$ cat config.mk
export PLATFORM = sky130hd
export DESIGN_NAME = buffer_pool_frame_manager_unit
export DESIGN_NICKNAME = d
export VERILOG_FILES = /design/src/bpfm_pkg.sv /design/src/bpfm_frame_tbl.sv /design/src/bpfm_lru_mem.sv /design/src/buffer_pool_frame_manager_unit.sv
export SDC_FILE = /design/constraint.sdc
export NUM_CORES = 2
export LEC_CHECK = 0
export ABC_CLOCK_PERIOD_IN_PS = 12700
export BUFFER_PORTS_ARGS = -buffer_cell sky130_fd_sc_hd__buf_4
export CORE_UTILIZATION = 45
export CTS_CLUSTER_DIAMETER = 60
export DETAILED_ROUTE_END_ITERATION = 6
export PLACE_DENSITY_LB_ADDON = 0.12
export SYNTH_ARGS = -nofsm -noshare
export SYNTH_HDL_FRONTEND = slang
export SYNTH_SLANG_ARGS = --single-unit
$ cat constraint.sdc
create_clock -name clk -period 12.7 [get_ports clk]
set_input_delay 1.27 -clock clk [delete_from_list [all_inputs] [get_ports clk]]
set_output_delay 1.27 -clock clk [all_outputs]
set_load 0.03 [all_outputs]
$ cat src/bpfm_pkg.sv
// ----------------------------------------------------------------------------
// bpfm_pkg: shared types and constants of the buffer pool frame manager
// Request and result payloads, frame table entry, function and status codes.
// ----------------------------------------------------------------------------
package bpfm_pkg;

  localparam int unsigned POOL_FRAMES_DEF = 16;
  localparam logic [31:0] PAGE_NONE       = 32'hFFFF_FFFF;
  localparam logic [7:0]  PIN_MAX         = 8'hFF;

  // function codes
  localparam logic [2:0] FN_NEW    = 3'd0;
  localparam logic [2:0] FN_FETCH  = 3'd1;
  localparam logic [2:0] FN_UNPIN  = 3'd2;
  localparam logic [2:0] FN_DELETE = 3'd3;
  localparam logic [2:0] FN_FLUSH  = 3'd4;

  // status codes
  localparam logic [2:0] ST_OK       = 3'd0;
  localparam logic [2:0] ST_ABSENT   = 3'd1;
  localparam logic [2:0] ST_PINNED   = 3'd2;
  localparam logic [2:0] ST_UNPINNED = 3'd3;
  localparam logic [2:0] ST_NO_FRAME = 3'd4;

  // configuration register indexes
  localparam logic CFG_INST_COUNT = 1'b0;
  localparam logic CFG_INST_NUM   = 1'b1;

  typedef struct packed {
    logic [2:0]         func;
    logic signed [31:0] page_id;
    logic               mark_dirty;
  } req_t;

  typedef struct packed {
    logic [2:0]         status;
    logic [3:0]         frame_index;
    logic [30:0]        assigned_page;
    logic               writeback_valid;
    logic signed [31:0] writeback_page;
    logic               read_valid;
    logic               new_write_valid;
  } res_t;

  typedef struct packed {
    logic [31:0] page;
    logic [7:0]  pins;
    logic        dirty;
  } fent_t;

endpackage

$ cat src/bpfm_frame_tbl.sv
// ----------------------------------------------------------------------------
// bpfm_frame_tbl: frame table memory
// Page id, pin count and dirty mark per frame; one write and one registered
// read per cycle. Frames never written read as empty.
// ----------------------------------------------------------------------------
module bpfm_frame_tbl #(
  parameter int unsigned POOL_FRAMES = bpfm_pkg::POOL_FRAMES_DEF,
  localparam int unsigned FW = (POOL_FRAMES > 1) ? $clog2(POOL_FRAMES) : 1
) (
  input  logic            clk,
  input  logic            rst_n,
  input  logic [FW-1:0]   rd_addr,
  output bpfm_pkg::fent_t rd_ent,
  input  logic            wr_en,
  input  logic [FW-1:0]   wr_addr,
  input  bpfm_pkg::fent_t wr_ent
);

  bpfm_pkg::fent_t        mem [POOL_FRAMES];
  logic [POOL_FRAMES-1:0] vld_r;
  bpfm_pkg::fent_t        q_r;
  logic                   q_vld_r;

  always_ff @(posedge clk) begin
    if (wr_en) begin
      mem[wr_addr] <= wr_ent;
    end
    q_r <= mem[rd_addr];
  end

  always_ff @(posedge clk) begin
    if (!rst_n) begin
      vld_r   <= '0;
      q_vld_r <= 1'b0;
    end else begin
      q_vld_r <= vld_r[rd_addr];
      if (wr_en) begin
        vld_r[wr_addr] <= 1'b1;
      end
    end
  end

  assign rd_ent = q_vld_r ? q_r
                          : bpfm_pkg::fent_t'{page: bpfm_pkg::PAGE_NONE, pins: 8'd0,
                                              dirty: 1'b0};

endmodule

$ cat src/bpfm_lru_mem.sv
// ----------------------------------------------------------------------------
// bpfm_lru_mem: LRU order memory
// Frame numbers, oldest first; one write and one registered read per cycle.
// ----------------------------------------------------------------------------
module bpfm_lru_mem #(
  parameter int unsigned POOL_FRAMES = bpfm_pkg::POOL_FRAMES_DEF,
  localparam int unsigned FW = (POOL_FRAMES > 1) ? $clog2(POOL_FRAMES) : 1
) (
  input  logic          clk,
  input  logic [FW-1:0] rd_addr,
  output logic [FW-1:0] rd_data,
  input  logic          wr_en,
  input  logic [FW-1:0] wr_addr,
  input  logic [FW-1:0] wr_data
);

  logic [FW-1:0] mem [POOL_FRAMES];
  logic [FW-1:0] q_r;

  always_ff @(posedge clk) begin
    if (wr_en) begin
      mem[wr_addr] <= wr_data;
    end
    q_r <= mem[rd_addr];
  end

  assign rd_data = q_r;

endmodule

$ cat src/buffer_pool_frame_manager_unit.sv
// Sequence: the frame search reads, then compares, each frame in turn; an LRU search reads,
//   then compares, each entry, and an LRU shift reads, then writes, each entry.
// Throughput: one request at a time; busy stays high through the result cycle.
// Results show for exactly one cycle on out_valid; the receiver cannot stall.
// Reset (synchronous, rst_n low) empties the pool at once: no clearing pass.
// ----------------------------------------------------------------------------
// buffer_pool_frame_manager_unit: buffer pool frame manager with LRU
// Sequencer over frame table, free stack and LRU order, each a memory with one
// write port and one registered read port.
// ----------------------------------------------------------------------------
module buffer_pool_frame_manager_unit #(
  parameter int unsigned POOL_FRAMES = bpfm_pkg::POOL_FRAMES_DEF
) (
  input  logic           clk,
  input  logic           rst_n,
  input  logic           start,
  output logic           busy,
  input  bpfm_pkg::req_t in_req,
  output logic           out_valid,
  output bpfm_pkg::res_t out_res,
  input  logic           cfg_we,
  input  logic           cfg_index,
  input  logic [4:0]     cfg_data
);

  localparam int unsigned FW = (POOL_FRAMES > 1) ? $clog2(POOL_FRAMES) : 1;
  localparam int unsigned CW = $clog2(POOL_FRAMES + 1);
  localparam logic [CW-1:0] N_CNT = CW'(POOL_FRAMES);

  typedef enum logic [3:0] {
    S_IDLE, S_FIND_RD, S_FIND_CMP, S_HIT, S_MISS, S_TAKE, S_TAKE_FS,
    S_TAKE_LRU, S_SH_RD, S_SH_WR, S_LS_RD, S_LS_CMP, S_VIC_RD, S_VIC_WR,
    S_PUSH, S_DONE
  } state_t;

  state_t state_r, state_nxt, after_r, after_nxt;
  bpfm_pkg::req_t req_r, req_nxt;
  bpfm_pkg::res_t res_r, res_nxt;
  logic [FW-1:0]  f_r, f_nxt;
  logic [CW-1:0]  scan_r, scan_nxt;
  logic [CW-1:0]  free_cnt_r, free_cnt_nxt;
  logic [CW-1:0]  lru_cnt_r, lru_cnt_nxt;
  logic           ladd_r, ladd_nxt;       // LRU search appends when set, else removes
  logic [30:0]    next_page_r, next_page_nxt;
  logic [4:0]     icount_r;

  // frame table ports
  logic [FW-1:0]   frd_addr, fwr_addr;
  bpfm_pkg::fent_t frd_ent, fwr_ent;
  logic            fwr_en;

  // LRU ports
  logic [FW-1:0] lrd_addr, lrd_data, lwr_addr, lwr_data;
  logic          lwr_en;

  // free stack: entries never written hold their own frame number
  logic [FW-1:0]          fs_mem [POOL_FRAMES];
  logic [POOL_FRAMES-1:0] fs_vld_r;
  logic [FW-1:0]          fs_q_r, fs_rd_addr, fs_wr_addr;
  logic                   fs_q_vld_r, fs_wr_en;
  logic [FW-1:0]          fs_q_raw_r;

  bpfm_frame_tbl #(.POOL_FRAMES(POOL_FRAMES)) u_ftbl (
    .clk(clk), .rst_n(rst_n), .rd_addr(frd_addr), .rd_ent(frd_ent),
    .wr_en(fwr_en), .wr_addr(fwr_addr), .wr_ent(fwr_ent)
  );

  bpfm_lru_mem #(.POOL_FRAMES(POOL_FRAMES)) u_lru (
    .clk(clk), .rd_addr(lrd_addr), .rd_data(lrd_data),
    .wr_en(lwr_en), .wr_addr(lwr_addr), .wr_data(lwr_data)
  );

  always_ff @(posedge clk) begin
    if (fs_wr_en) begin
      fs_mem[fs_wr_addr] <= f_r;
    end
    fs_q_raw_r <= fs_mem[fs_rd_addr];
  end

  always_ff @(posedge clk) begin
    if (!rst_n) begin
      fs_vld_r   <= '0;
      fs_q_vld_r <= 1'b0;
      fs_q_r     <= '0;
    end else begin
      fs_q_vld_r <= fs_vld_r[fs_rd_addr];
      fs_q_r     <= fs_rd_addr;
      if (fs_wr_en) begin
        fs_vld_r[fs_wr_addr] <= 1'b1;
      end
    end
  end

  logic [FW-1:0] fs_top;
  assign fs_top = fs_q_vld_r ? fs_q_raw_r : fs_q_r;

  // read addresses
  logic [CW-1:0] free_dec;
  assign free_dec   = free_cnt_r - CW'(1);
  assign fs_rd_addr = free_dec[FW-1:0];
  assign frd_addr   = (state_r == S_VIC_RD) ? f_r : scan_r[FW-1:0];
  assign lrd_addr   = (state_r == S_TAKE) ? '0 : scan_r[FW-1:0];

  logic [31:0] pid_u;
  assign pid_u = $unsigned(req_r.page_id);

  always_comb begin
    state_nxt     = state_r;
    after_nxt     = after_r;
    req_nxt       = req_r;
    res_nxt       = res_r;
    f_nxt         = f_r;
    scan_nxt      = scan_r;
    free_cnt_nxt  = free_cnt_r;
    lru_cnt_nxt   = lru_cnt_r;
    ladd_nxt      = ladd_r;
    next_page_nxt = next_page_r;
    fwr_en        = 1'b0;
    fwr_addr      = f_r;
    fwr_ent       = frd_ent;
    lwr_en        = 1'b0;
    lwr_addr      = lru_cnt_r[FW-1:0];
    lwr_data      = f_r;
    fs_wr_en      = 1'b0;
    fs_wr_addr    = free_cnt_r[FW-1:0];

    case (state_r)
      S_IDLE: begin
        if (start) begin
          req_nxt  = in_req;
          scan_nxt = '0;
          res_nxt  = '{status: bpfm_pkg::ST_OK, frame_index: 4'd0, assigned_page: 31'd0,
                       writeback_valid: 1'b0, writeback_page: bpfm_pkg::PAGE_NONE,
                       read_valid: 1'b0, new_write_valid: 1'b0};
          if (in_req.func == bpfm_pkg::FN_NEW) begin
            state_nxt = S_TAKE;
          end else if (in_req.func > bpfm_pkg::FN_FLUSH ||
                       $unsigned(in_req.page_id) == bpfm_pkg::PAGE_NONE) begin
            res_nxt.status = bpfm_pkg::ST_ABSENT;
            state_nxt      = S_DONE;
          end else begin
            state_nxt = S_FIND_RD;
          end
        end
      end

      S_FIND_RD: state_nxt = S_FIND_CMP;

      S_FIND_CMP: begin
        if (frd_ent.page == pid_u) begin
          f_nxt     = scan_r[FW-1:0];
          state_nxt = S_HIT;
        end else if (scan_r == N_CNT - CW'(1)) begin
          state_nxt = S_MISS;
        end else begin
          scan_nxt  = scan_r + CW'(1);
          state_nxt = S_FIND_RD;
        end
      end

      S_HIT: begin
        // frd_ent still holds the matching entry
        res_nxt.frame_index = 4'(f_r);
        scan_nxt            = '0;
        ladd_nxt            = 1'b0;
        after_nxt           = S_DONE;
        state_nxt           = S_DONE;
        case (req_r.func)
          bpfm_pkg::FN_FETCH: begin
            fwr_en = 1'b1;
            if (frd_ent.pins != bpfm_pkg::PIN_MAX) begin
              fwr_ent.pins = frd_ent.pins + 8'd1;
            end
            state_nxt = S_LS_RD;
          end
          bpfm_pkg::FN_UNPIN: begin
            if (frd_ent.pins == 8'd0) begin
              res_nxt.status = bpfm_pkg::ST_UNPINNED;
            end else begin
              fwr_en        = 1'b1;
              fwr_ent.pins  = frd_ent.pins - 8'd1;
              fwr_ent.dirty = frd_ent.dirty | req_r.mark_dirty;
              if (frd_ent.pins == 8'd1) begin
                ladd_nxt  = 1'b1;
                state_nxt = S_LS_RD;
              end
            end
          end
          bpfm_pkg::FN_DELETE: begin
            if (frd_ent.pins != 8'd0) begin
              res_nxt.status = bpfm_pkg::ST_PINNED;
            end else begin
              if (frd_ent.dirty) begin
                res_nxt.writeback_valid = 1'b1;
                res_nxt.writeback_page  = $signed(frd_ent.page);
              end
              fwr_en    = 1'b1;
              fwr_ent   = '{page: bpfm_pkg::PAGE_NONE, pins: 8'd0, dirty: 1'b0};
              after_nxt = S_PUSH;
              state_nxt = S_LS_RD;
            end
          end
          default: begin // flush
            res_nxt.writeback_valid = 1'b1;
            res_nxt.writeback_page  = req_r.page_id;
            fwr_en                  = 1'b1;
            fwr_ent.dirty           = 1'b0;
          end
        endcase
      end

      S_MISS: begin
        if (req_r.func == bpfm_pkg::FN_FETCH) begin
          state_nxt = S_TAKE;
        end else begin
          res_nxt.status = bpfm_pkg::ST_ABSENT;
          state_nxt      = S_DONE;
        end
      end

      S_TAKE: begin
        if (free_cnt_r != '0) begin
          free_cnt_nxt = free_dec;
          state_nxt    = S_TAKE_FS;
        end else if (lru_cnt_r != '0) begin
          state_nxt = S_TAKE_LRU;
        end else begin
          res_nxt.status = bpfm_pkg::ST_NO_FRAME;
          state_nxt      = S_DONE;
        end
      end

      S_TAKE_FS: begin
        f_nxt     = fs_top;
        state_nxt = S_VIC_RD;
      end

      S_TAKE_LRU: begin
        f_nxt     = lrd_data;
        scan_nxt  = CW'(1);
        after_nxt = S_VIC_RD;
        state_nxt = S_SH_RD;
      end

      // close the gap: entry j moves to j-1
      S_SH_RD: begin
        if (scan_r >= lru_cnt_r) begin
          lru_cnt_nxt = lru_cnt_r - CW'(1);
          state_nxt   = after_r;
        end else begin
          state_nxt = S_SH_WR;
        end
      end

      S_SH_WR: begin
        lwr_en    = 1'b1;
        lwr_addr  = FW'(scan_r - CW'(1));
        lwr_data  = lrd_data;
        scan_nxt  = scan_r + CW'(1);
        state_nxt = S_SH_RD;
      end

      S_LS_RD: begin
        if (scan_r >= lru_cnt_r) begin
          if (ladd_r && lru_cnt_r < N_CNT) begin
            lwr_en      = 1'b1;
            lru_cnt_nxt = lru_cnt_r + CW'(1);
          end
          state_nxt = after_r;
        end else begin
          state_nxt = S_LS_CMP;
        end
      end

      S_LS_CMP: begin
        scan_nxt = scan_r + CW'(1);
        if (lrd_data == f_r) begin
          state_nxt = ladd_r ? after_r : S_SH_RD;
        end else begin
          state_nxt = S_LS_RD;
        end
      end

      S_VIC_RD: state_nxt = S_VIC_WR;

      S_VIC_WR: begin
        if (frd_ent.dirty && frd_ent.page != bpfm_pkg::PAGE_NONE) begin
          res_nxt.writeback_valid = 1'b1;
          res_nxt.writeback_page  = $signed(frd_ent.page);
        end
        res_nxt.frame_index = 4'(f_r);
        fwr_en              = 1'b1;
        fwr_ent.pins        = 8'd1;
        fwr_ent.dirty       = 1'b0;
        if (req_r.func == bpfm_pkg::FN_NEW) begin
          fwr_ent.page            = {1'b0, next_page_r};
          res_nxt.assigned_page   = next_page_r;
          res_nxt.new_write_valid = 1'b1;
          next_page_nxt           = next_page_r + 31'(icount_r);
        end else begin
          fwr_ent.page       = pid_u;
          res_nxt.read_valid = 1'b1;
        end
        state_nxt = S_DONE;
      end

      S_PUSH: begin
        if (free_cnt_r < N_CNT) begin
          fs_wr_en     = 1'b1;
          free_cnt_nxt = free_cnt_r + CW'(1);
        end
        state_nxt = S_DONE;
      end

      S_DONE: state_nxt = S_IDLE;

      default: state_nxt = S_IDLE;
    endcase

    // instance number write restarts page id allocation (user: only while idle, unenforced)
    if (cfg_we && cfg_index == bpfm_pkg::CFG_INST_NUM) begin
      next_page_nxt = 31'(cfg_data[3:0]);
    end
  end

  always_ff @(posedge clk) begin
    if (!rst_n) begin
      state_r     <= S_IDLE;
      after_r     <= S_DONE;
      free_cnt_r  <= N_CNT;
      lru_cnt_r   <= '0;
      next_page_r <= '0;
      icount_r    <= 5'd1;
      ladd_r      <= 1'b0;
      scan_r      <= '0;
      req_r       <= '0;
      res_r       <= '0;
      f_r         <= '0;
    end else begin
      state_r     <= state_nxt;
      after_r     <= after_nxt;
      free_cnt_r  <= free_cnt_nxt;
      lru_cnt_r   <= lru_cnt_nxt;
      next_page_r <= next_page_nxt;
      ladd_r      <= ladd_nxt;
      scan_r      <= scan_nxt;
      req_r       <= req_nxt;
      res_r       <= res_nxt;
      f_r         <= f_nxt;
      if (cfg_we && cfg_index == bpfm_pkg::CFG_INST_COUNT) begin
        icount_r <= cfg_data;
      end
    end
  end

  assign busy      = (state_r != S_IDLE);
  assign out_valid = (state_r == S_DONE);
  assign out_res   = res_r;

  logic [CW:0] occ;
  assign occ = {1'b0, free_cnt_r} + {1'b0, lru_cnt_r};

  a_free_bound: assert property (@(posedge clk) disable iff (!rst_n)
    free_cnt_r <= N_CNT) else $error("free count beyond pool size");

  a_occupancy: assert property (@(posedge clk) disable iff (!rst_n)
    occ <= (CW+1)'(POOL_FRAMES)) else $error("free plus LRU frames beyond pool size");

  a_one_cycle_result: assert property (@(posedge clk) disable iff (!rst_n)
    out_valid |=> !out_valid && !busy) else $error("result held longer than one cycle");

  a_start_busy: assert property (@(posedge clk) disable iff (!rst_n)
    start && !busy |=> busy) else $error("request not taken");

endmodule
==> run summary <==
PLACEMENT
-------------------------------------------------------------------------------------------------
Global placement routability congestion                                                    0.9013
Count of input and output buffers                                                             120
Half-perimeter wire length after detailed placement                                      71.63 mm

SYNTH
-------------------------------------------------------------------------------------------------
Per-instance average area after synthesis                                               14.24 um2
Warnings, synthesis                                                                             0
Most used flip-flop cell after synthesis                                             sky130_fd_sc_hd__edfxtp_1
Share of synthesized flip-flops with an asynchronous set or reset                               0
Proportion of synthesized chip area in sequential cells                                    0.6584
EDFF count, synth                                                                             784
Netlist area before placement                                                         0.04360 mm2
Flip-flop and latch count after synthesis                                                    1042
Gate count after technology mapping                                                          3063
Library cell occupying the most area in the post-synthesis netlist                   sky130_fd_sc_hd__edfxtp_1
Share of Yosys cell area claimed by the top area cell type                                 0.5399
Syn nets                                                                                     3134
Number of distinct library cell variants in the gate-level netlist after synthesis             80
Area contributors post-synth                                                         sky130_fd_sc_hd__edfxtp_1 (54%), sky130_fd_sc_hd__dfxtp_1 (12%), sky130_fd_sc_hd__mux4_2 (11%), sky130_fd_sc_hd__nand2_1 (3.1%), sky130_fd_sc_hd__nor2_1 (1.9%)

WORST SETUP PATH
-------------------------------------------------------------------------------------------------
Source of the worst register-to-register timing path                                 u_ftbl.q_vld_r$_SDFF_PN0_
Reg-to-Reg End                                                                       u_ftbl.mem[13][24]$_DFFE_PP_
Startpoint class of the critical path                                                    register
Logic depth of the worst register-to-register path                                              8
Top fanout value on the critical path                                                          86
Worst setup path category                                                            register to register
Reg2reg setup slack                                                                       8.04 ns
Worst EP required                                                                        13.04 ns
Worst EP arrival                                                                          5.00 ns
CP Capture Type                                                                          register

DETAILED ROUTING
-------------------------------------------------------------------------------------------------
Residual DRC count                                                                              0
Via count of the routed design                                                              27500
Average wire per standard cell                                                           26.44 um
Starting DRT DRC Count                                                                       2766
Wire length after detailed routing                                                       119.6 mm
Mean number of vias per cell                                                                6.078
ANT nets after route                                                                            0
First-pass iteration count of the detailed router                                               6

LAYOUT
-------------------------------------------------------------------------------------------------
Final Net Count                                                                              3236
Most common cell after layout, fill and taps aside                                   sky130_fd_sc_hd__edfxtp_1
Most frequent cells in the layout                                                    sky130_fd_sc_hd__edfxtp_1 (784), sky130_fd_sc_hd__nand2_1 (358), sky130_fd_sc_hd__dfxtp_1 (257), sky130_fd_sc_hd__nor2_1 (211), sky130_fd_sc_hd__mux4_2 (204)
Core occupancy in the finished layout                                                      0.5209
Area added between synthesis and finish                                                    14.00%
Fillers                                                                                      7917
Ant. Diodes                                                                                     0
Fraction of final layout cells sized beyond drive strength 1                               0.1896

GLOBAL ROUTE
-------------------------------------------------------------------------------------------------
Met2 track demand over resource                                                            0.3647
Global-route wire length before repair                                                   176.7 mm
Vias in the first global route                                                              26640
Met3 global-route usage                                                                   0.04605
Residual overflow from global routing                                                           0
Number of antenna violations at the first check in global routing                               4
Largest net degree at the start of global routing                                              94
Most crowded layer after global routing                                                      met2
Met1 layer usage reported by global route                                                  0.3574
Total track usage                                                                          0.2418

PWR
-------------------------------------------------------------------------------------------------
Power density normalized to cell area                                                182.1 mW/mm2
Static leakage power                                                                     16.27 nW
Maximum resistive drop on vdd                                                           0.1242 mV
Sw power                                                                                 2.595 mW
Part of the power in registers                                                              0.454
Portion of total power attributed to combinational logic                                    0.187
Switching power share of the total                                                         0.2866
Internal cell power                                                                      6.458 mW
Fraction of power consumed by the clock network                                             0.359

CLOCK TREE
-------------------------------------------------------------------------------------------------
Latest clock arrival within the worst-skew pair                                           0.69 ns
CTS H-Tree Depth                                                                                3
Clock tree buffer depth                                                                         3
Post CTS Setup Buffer Count                                                                     0
Number of clock buffers inserted by TritonCTS                                                 109
Clk pin slew, worst setup/hold paths                                                      0.06 ns
Sinks on Clock Net                                                                           1042
Clock tree from TritonCTS                                                                   built
Count of cells resized by post-cts repair                                                       0
Hold_buf cts                                                                                    0
CTS root buf                                                                         sky130_fd_sc_hd__clkbuf_16

TIMING
-------------------------------------------------------------------------------------------------
Final Hold Violating Endpoints                                                                  0
Worst-case headroom to the max-slew limit                                                  0.1739
Fin. max-slew vios                                                                              0
Peak clock frequency supported by timing                                               0.2146 GHz
Number of setup violations in the final report                                                  0
Unrepaired setup endpoints after global routing                                             false
Post-layout min period                                                                   4.660 ns
Final period utilization                                                                   0.3669
Worst-case clock skew                                                                  0.02198 ns
Slew at the pin with the worst max-slew slack                                            1.233 ns
Accumulated negative setup slack                                                             0 ns

WORST HOLD PATH
-------------------------------------------------------------------------------------------------
Worst Hold Path EP                                                                   u_ftbl.vld_r[11]$_SDFFE_PN0P_
Tightest Hold Check Type                                                             register to register
WHS Path Cells                                                                                  2
Hold Crit Start                                                                      u_ftbl.vld_r[11]$_SDFFE_PN0P_

FLOORPLAN
-------------------------------------------------------------------------------------------------
Height of the chip                                                                       313.3 um
CORE AREA                                                                             0.09544 mm2
Total die area                                                                        0.09814 mm2
Die width                                                                                313.3 um
Effective utilization at floorplan                                                         0.4569
Row count                                                                                     113
I/O pin cnt                                                                                   121

JOB
-------------------------------------------------------------------------------------------------
Max Cap Viol                                                                                    0

STATUS
-------------------------------------------------------------------------------------------------
Run status                                                                           finished clean

Yosys cell counts (9+ instances only):
library cell and instances:
sky130_fd_sc_hd__nor2_1 219, sky130_fd_sc_hd__xor2_1 22, sky130_fd_sc_hd__a211oi_1 52, sky130_fd_sc_hd__buf_2 30, sky130_fd_sc_hd__nand2b_1 47, sky130_fd_sc_hd__a21oi_1 123
sky130_fd_sc_hd__nand4b_1 13, sky130_fd_sc_hd__nor3_1 39, sky130_fd_sc_hd__or3_1 9, sky130_fd_sc_hd__o22ai_1 28, sky130_fd_sc_hd__a22oi_1 32, sky130_fd_sc_hd__or3b_1 10
sky130_fd_sc_hd__edfxtp_1 784, sky130_fd_sc_hd__dfxtp_1 258, sky130_fd_sc_hd__o21ai_0 63, sky130_fd_sc_hd__a32o_1 13, sky130_fd_sc_hd__nand4_1 30, sky130_fd_sc_hd__xnor2_1 25
sky130_fd_sc_hd__or4_1 10, sky130_fd_sc_hd__buf_1 17, sky130_fd_sc_hd__nor3b_1 12, sky130_fd_sc_hd__mux2i_1 57, sky130_fd_sc_hd__a221o_1 32, sky130_fd_sc_hd__nor2b_1 16
sky130_fd_sc_hd__mux4_2 204, sky130_fd_sc_hd__nand3_1 55, sky130_fd_sc_hd__nor4_1 15, sky130_fd_sc_hd__ha_1 23, sky130_fd_sc_hd__and2_1 57, sky130_fd_sc_hd__a31oi_1 67
sky130_fd_sc_hd__inv_1 29, sky130_fd_sc_hd__clkbuf_1 150, sky130_fd_sc_hd__a21o_1 9, sky130_fd_sc_hd__nand2_1 358, sky130_fd_sc_hd__o211ai_1 11, sky130_fd_sc_hd__mux2_2 9
sky130_fd_sc_hd__and3_1 10
per-layer routing:
layer  vias to the layer above  routed length [um]  part of all wire
met5                         -                  23           0.00019
met1                     14200               54540              0.46
li1                      12110                   -                 -
met2                       999               53910              0.45
met4                         4                3034             0.025
met3                       188                8111             0.068
flip-flops by register name (all words and copies together) (netlist names), 5 cells and up:
signal / flops
fs_vld_r: 16
u_ftbl.q_r: 41
fs_mem: 64
pid_u: 32
lru_cnt_r: 5
u_ftbl.mem: 656
out_res: 73
scan_r: 5
free_cnt_r: 5
u_ftbl.vld_r: 16
u_lru.mem: 64
icount_r: 5
next_page_r: 31
power by group through the flow:
stage | registers (mW) | logic (mW) | clock network [mW]
floorplan | 4.12 | 1.18 | 0
global placement | 4.16 | 1.67 | 0
detailed placement | 4.17 | 1.70 | 0
CTS | 4.10 | 1.70 | 3.31
global route | 4.12 | 1.83 | 3.44
finish | 4.11 | 1.69 | 3.25
area by class of cell:
type,count,area (um2),share of cell area
clock inverter,63,745.7,0.01500
clock buffer,142,2942,0.05918
multi-input combinational,1790,14160,0.2849
sequential,1042,28710,0.5775
timing repair buffer,192,1454,0.02925
inverter,30,115.1,0.002316
tap,1265,1583,0.03184
worst max-delay path: stages (launching register included):
cell and delay [ns]:
sky130_fd_sc_hd__dfxtp_2 0.54, sky130_fd_sc_hd__buf_4 0.68, sky130_fd_sc_hd__o21ai_0 0.39, sky130_fd_sc_hd__nand4_1 0.19, sky130_fd_sc_hd__a21oi_1 0.10, sky130_fd_sc_hd__o21ai_1 0.42, sky130_fd_sc_hd__nor2b_1 0.67, sky130_fd_sc_hd__and3_2 0.78
sky130_fd_sc_hd__buf_4 0.51
worst max path at each step:
stage                                               to                 startpoint  slack, ns
after floorplan             u_ftbl.mem[2][0]$_DFFE_PP_  u_ftbl.q_vld_r$_SDFF_PN0_       5.61
after global placement          u_ftbl.q_r[16]$_DFF_P_    state_r[2]$_SDFFE_PN0N_       8.14
after detailed placement  u_ftbl.mem[13][24]$_DFFE_PP_  u_ftbl.q_vld_r$_SDFF_PN0_       8.07
after CTS                 u_ftbl.mem[13][24]$_DFFE_PP_  u_ftbl.q_vld_r$_SDFF_PN0_       8.04
after global routing             u_ftbl.q_r[0]$_DFF_P_    state_r[2]$_SDFFE_PN0N_       7.68
final                     u_ftbl.mem[13][24]$_DFFE_PP_  u_ftbl.q_vld_r$_SDFF_PN0_       8.04
cells by family (layout without fill, tap and decap cells):
kind of cell,count (synthesis),in the layout,synth area share
DFF,1042,1042,0.6584
buffers and inverters,231,427,0.02143
and+or+nand+nor,925,925,0.09995
xor gates and xnor gates,47,47,0.009441
muxes,270,270,0.1208
AOI/OAI and AO/OA,522,522,0.08227
adders and majority gates,26,26,0.007748
stage by stage:
| stage | std cells | power [mW] | hold WS (ns) | worst slack (ns) | cell area [um2] |
|---|---|---|---|---|---|
| 3_5_place_dp | 4319 | 5.864 | 0.4532 | 8.069 | 46020 |
| 6_report | 4524 | 9.053 | 0.4644 | 8.040 | 49710 |
| 5_1_grt | 4524 | 9.389 | 0.4931 | 7.681 | 49710 |
| 4_1_cts | 4524 | 9.106 | 0.4657 | 8.040 | 49710 |
| 2_1_floorplan | 3063 | 5.300 | 0.4205 | 5.609 | 43600 |
| 3_3_place_gp | 4319 | 5.838 | 0.4440 | 8.143 | 46020 |
No activity file was read; power rests on OpenSTA's default activity.
